<file path="config.mk">
export PLATFORM = sky130hd
export DESIGN_NAME = lzss_controller
export DESIGN_NICKNAME = d
export VERILOG_FILES = /design/src/rtl/core/lzss_pkg.sv /design/src/rtl/core/lzss_controller.sv
export SDC_FILE = /design/constraint.sdc
export NUM_CORES = 1
export LEC_CHECK = 0
export ABC_AREA = 1
export BUFFER_PORTS_ARGS = -buffer_cell sky130_fd_sc_hd__buf_2
export CAP_MARGIN = 30
export CORE_AREA = 2 2 39 41
export DETAILED_ROUTE_END_ITERATION = 10
export DIE_AREA = 0 0 41 43
export GPL_TIMING_DRIVEN = 0
export PLACE_DENSITY_LB_ADDON = 0.05
export REMOVE_ABC_BUFFERS = 1
export SLEW_MARGIN = 20
export SYNTH_ARGS = -nofsm -noshare
export SYNTH_HDL_FRONTEND = slang
export SYNTH_SLANG_ARGS = --single-unit
</file>
<file path="constraint.sdc">
create_clock -name clk -period 1 [get_ports clk]
set_input_delay 0.05 -clock clk [delete_from_list [all_inputs] [get_ports clk]]
set_output_delay 0.05 -clock clk [all_outputs]
set_load 0.01 [all_outputs]
</file>
<file path="src/rtl/core/lzss_pkg.sv">
package lzss_pkg;

  // Bits in one literal and in one input word
  localparam int LITERAL_BITS = 8;
  // Shortest match; a length field of zero copies this many bytes
  localparam int MIN_MATCH = 3;

  // Commands from the controller to the datapath
  typedef struct packed {
    logic clear_step;  // zero one window entry
    logic load_byte;   // take an input word into the bit reader
    logic take_bit;    // feed one bit to the token decoder
    logic copy_read;   // read one match byte from the window
    logic copy_write;  // store and emit the match byte just read
  } lzss_cmd_t;

  // Status from the datapath to the controller
  typedef struct packed {
    logic clear_last;   // clearing pass is on its final entry
    logic slot_free;    // output register can take a new word
    logic done;         // end token seen, later input is dropped
    logic end_tok;      // the current bit completes the end token
    logic copy_go;      // the current bit completes a match token
    logic more_after;   // input bits remain after the current one
    logic more_now;     // input bits remain at this point
    logic copy_last;    // the byte being copied is the final one
  } lzss_status_t;

endpackage

</file>
<file path="src/rtl/core/lzss_controller.sv">
module lzss_controller
  import lzss_pkg::*;
(
  input  logic         clk,
  input  logic         rst,
  input  lzss_status_t status,
  input  logic         in_valid,
  output logic         in_ready,
  output lzss_cmd_t    cmd
);

  localparam logic [2:0] ST_CLEAR   = 3'd0;
  localparam logic [2:0] ST_IDLE    = 3'd1;
  localparam logic [2:0] ST_BITS    = 3'd2;
  localparam logic [2:0] ST_COPY_RD = 3'd3;
  localparam logic [2:0] ST_COPY_WR = 3'd4;

  logic [2:0] state;
  logic [2:0] state_next;

  // Sequence the commands
  always_comb begin
    state_next = state;
    cmd        = '0;
    in_ready   = 1'b0;
    case (state)
      ST_CLEAR: begin
        cmd.clear_step = 1'b1;
        if (status.clear_last) begin
          state_next = ST_IDLE;
        end
      end
      ST_IDLE: begin
        in_ready = 1'b1;
        if (in_valid && !status.done) begin
          cmd.load_byte = 1'b1;
          state_next    = ST_BITS;
        end
      end
      ST_BITS: begin
        if (status.slot_free) begin
          cmd.take_bit = 1'b1;
          if (status.end_tok) begin
            state_next = ST_IDLE;
          end else if (status.copy_go) begin
            state_next = ST_COPY_RD;
          end else if (!status.more_after) begin
            state_next = ST_IDLE;
          end
        end
      end
      ST_COPY_RD: begin
        cmd.copy_read = 1'b1;
        state_next    = ST_COPY_WR;
      end
      ST_COPY_WR: begin
        if (status.slot_free) begin
          cmd.copy_write = 1'b1;
          if (!status.copy_last) begin
            state_next = ST_COPY_RD;
          end else if (status.more_now) begin
            state_next = ST_BITS;
          end else begin
            state_next = ST_IDLE;
          end
        end
      end
      default: begin
        state_next = ST_IDLE;
      end
    endcase
  end

  always_ff @(posedge clk) begin
    if (rst) begin
      state <= ST_CLEAR;
    end else begin
      state <= state_next;
    end
  end

endmodule

</file>
==> results_dict.tcl <==
set metrics [dict create \
    holdPathEnd "state[2]" \
    min_period_ns 1.117 \
    status "finished, violations left" \
    synth_edf_count 0 \
    clk_latency_ns 0.23 \
    dp_hpwl_um 639.4 \
    root_buffer "clkbuf_4" \
    crit_chain "inv_4 > nor2_4 > nand2_2 > nor2_1 > buf_2" \
    postLayoutCoreUtil_pct 37.07 \
    rows 14 \
    worst-path-max-fanout 4 \
    p_sw_share_pct 48.70 \
    switching_power_w 0.0006312 \
    violations "negative setup slack" \
    yosysTopAreaCellShare_pct 18.97 \
    crit_start "state[0]" \
    yosysMostFrequentCell "nand2_1" \
    path_buf_inv 2 \
    synth_cell_types 14 \
    r2r-end "state[1]" \
    rsz0062_at_grt "yes" \
    htreeDepth 1 \
    core_area_um2 1384 \
    crit-reg2reg-launch "state[0]" \
    ys_warn_count 0 \
    largest_reg_flops 3 \
    power_density_nw_per_um2 2526 \
    portBuffers 16 \
    largest_register "state" \
    die_area_um2 1763 \
    r2r_slack_ns -0.10 \
    netlist_area_um2 316.6 \
    path_clk_slew_ns 0.04 \
    grt_overflow 0 \
    gp_congestion 0.7464 \
    reg_top3 "state x3" \
    whs_ns 0.1952 \
    p_int_w 0.0006647 \
    grt_pass1_wl_um 1359 \
    min_delay_path_depth 4 \
    hold_start "status[6]" \
    ys_seq_elements 3 \
    end_kind "output port" \
    drt_iter0_markers 2 \
    routed_via_density 4.072 \
    area_growth_pct 62.06 \
    worstPathRequired_ns 0.95 \
    seq_power_share_pct 21.7 \
    tns_ns -0.6602 \
    critPathSlowestCell "dfxtp_4" \
    synthFlopType "dfxtp_1" \
    skew_ns 0.00006081 \
    cts_buffer_depth 2 \
    yosys.area.top_type "dfxtp_1" \
    first_pass_iters 2 \
    drv_slew 0 \
    slowest_delay_ns 0.39 \
    max-cap-violations 0 \
    wirelength_um 810 \
    synth_commonest_cells "14 x nand2_1, 8 x inv_1, 7 x inv_2, 7 x nor2_2" \
    pin_count 17 \
    synth_area_per_cell_um2 5.365 \
    antenna_found_initial 0 \
    total_power_w 0.001296 \
    startpoint_type "flop" \
    comb_power_share_pct 62.2 \
    worst_slack_ns -0.1167 \
    seq_area_frac_synth_pct 18.97 \
    grt_max_degree 7 \
    num_vias 395 \
    worstPathArrival_ns 1.07 \
    cts_sinks 3 \
    crit_type "reg2out" \
    num_antenna_cells 0 \
    grt_usage_pct 11.82 \
    ff2ff_path_depth 9 \
    cts_buffers 3 \
    ir_drop_v 0.001095 \
    finalSetupViolations 7 \
    hold_class "in2reg" \
    tritoncts "built" \
    netlist_instances 59 \
    die_h_um 43 \
    remaining_drc_errors 0 \
    die_w_um 41 \
    final_nets 93 \
    first_global_vias 358 \
    yosys-top-cells-area "dfxtp_1 19%, nand2_1 17%, nor2_2 14%" \
    initial_core_util_pct 22.88 \
    synthArstFlopShare_pct 0 \
    timing_hold_violations_final 0 \
    max-slew-margin-rel_pct 88.25 \
    worst_pin_slew_ns 0.1763 \
    drive_gt1_share_pct 54.32 \
    wl_per_cell_um 8.351 \
    crit_family "flip-flops" \
    fin_crit_sh_pct 111.7 \
    ant_nets 0 \
    p_leak_nw 0.2882 \
    clkPwrFrac_pct 16.1 \
    max_clock_freq_mhz 895.5 \
]
==> power by group through the flow <==
| stage | clock, W | sequential [W] | combinational [W] |
|---|---|---|---|
| floorplan | 0 | 0.000209 | 0.000511 |
| global placement | 0 | 0.000220 | 0.000684 |
| detailed placement | 0 | 0.000219 | 0.000671 |
| CTS | 0.000224 | 0.000244 | 0.000745 |
| global route | 0.000223 | 0.000286 | 0.000917 |
| finish | 0.000209 | 0.000281 | 0.000806 |
==> how the worst max path moves through the flow <==
stage	endpoint	slack, ns	depth (start not counted)
after floorplan	state[1]	-0.05	9
after global placement	state[0]	-0.19	7
after detailed placement	state[0]	-0.15	7
after CTS	cmd[0]	-0.14	4
after global routing	cmd[3]	-0.20	5
final	cmd[3]	-0.12	5
==> tightest hold or removal path: stages <==
cell and delay (ns):
buf_2 0.07, inv_1 0.07, nand3_1 0.12, a21oi_1 0.07
==> cell type report <==
class / count / area, um2
clock buffers: 4 / 26.28
fillers: 173 / 870.8
inverters: 15 / 63.81
multi-input cells: 41 / 230.2
flip-flops and latches: 3 / 68.82
well taps: 16 / 20.02
repair buffers: 18 / 103.9
==> cell families (layout without fill, tap and decap cells) <==
logic type / count (synthesis) / count (layout) / share of synthesized area (%)
and+or+nand+nor: 39 / 39 / 60.08
buffers and inverters: 15 / 37 / 17.79
DFF: 3 / 3 / 18.97
AOI/OAI and AO/OA: 2 / 2 / 3.159
==> layout by cell type, fill, tap and decap left out, types with 2 or more instances in the layout <==
cell type and instances:
nor2_1 6, dfxtp_4 2, nor2_2 3, nor2_4 4, inv_1 8, clkbuf_4 3
nand3_1 6, nand2_1 10, inv_2 5, nand2_2 6, buf_2 15
==> routing by layer <==
layer	global-route usage, %	vias to the layer above	wire, um
met1	13.74	168	369
met3	3.141	0	26
met4	10.00	0	0
li1	-	220	-
met2	16.88	7	414
met5	0	-	0
==> repair_timing <==
item | 4_1_cts | 5_1_grt
setup buffers | 0 | 1
gates resized for setup | 9 | 8
hold buffers | 1 | 0
pin swaps | 1 | 4
hold endpoints to repair | 1 | 0
endpoints found under the setup margin | 7 | 8
==> stage by stage <==
step / cell area [um2] / std cells / worst slack, ns
6_report: 513.0 / 97 / -0.1167
5_1_grt: 513.0 / 97 / -0.2028
4_1_cts: 483.0 / 96 / -0.1441
3_5_place_dp: 416.7 / 91 / -0.1503
3_3_place_gp: 416.7 / 91 / -0.1866
2_1_floorplan: 316.6 / 59 / -0.05028
No activity file was read; power rests on OpenSTA's default activity.
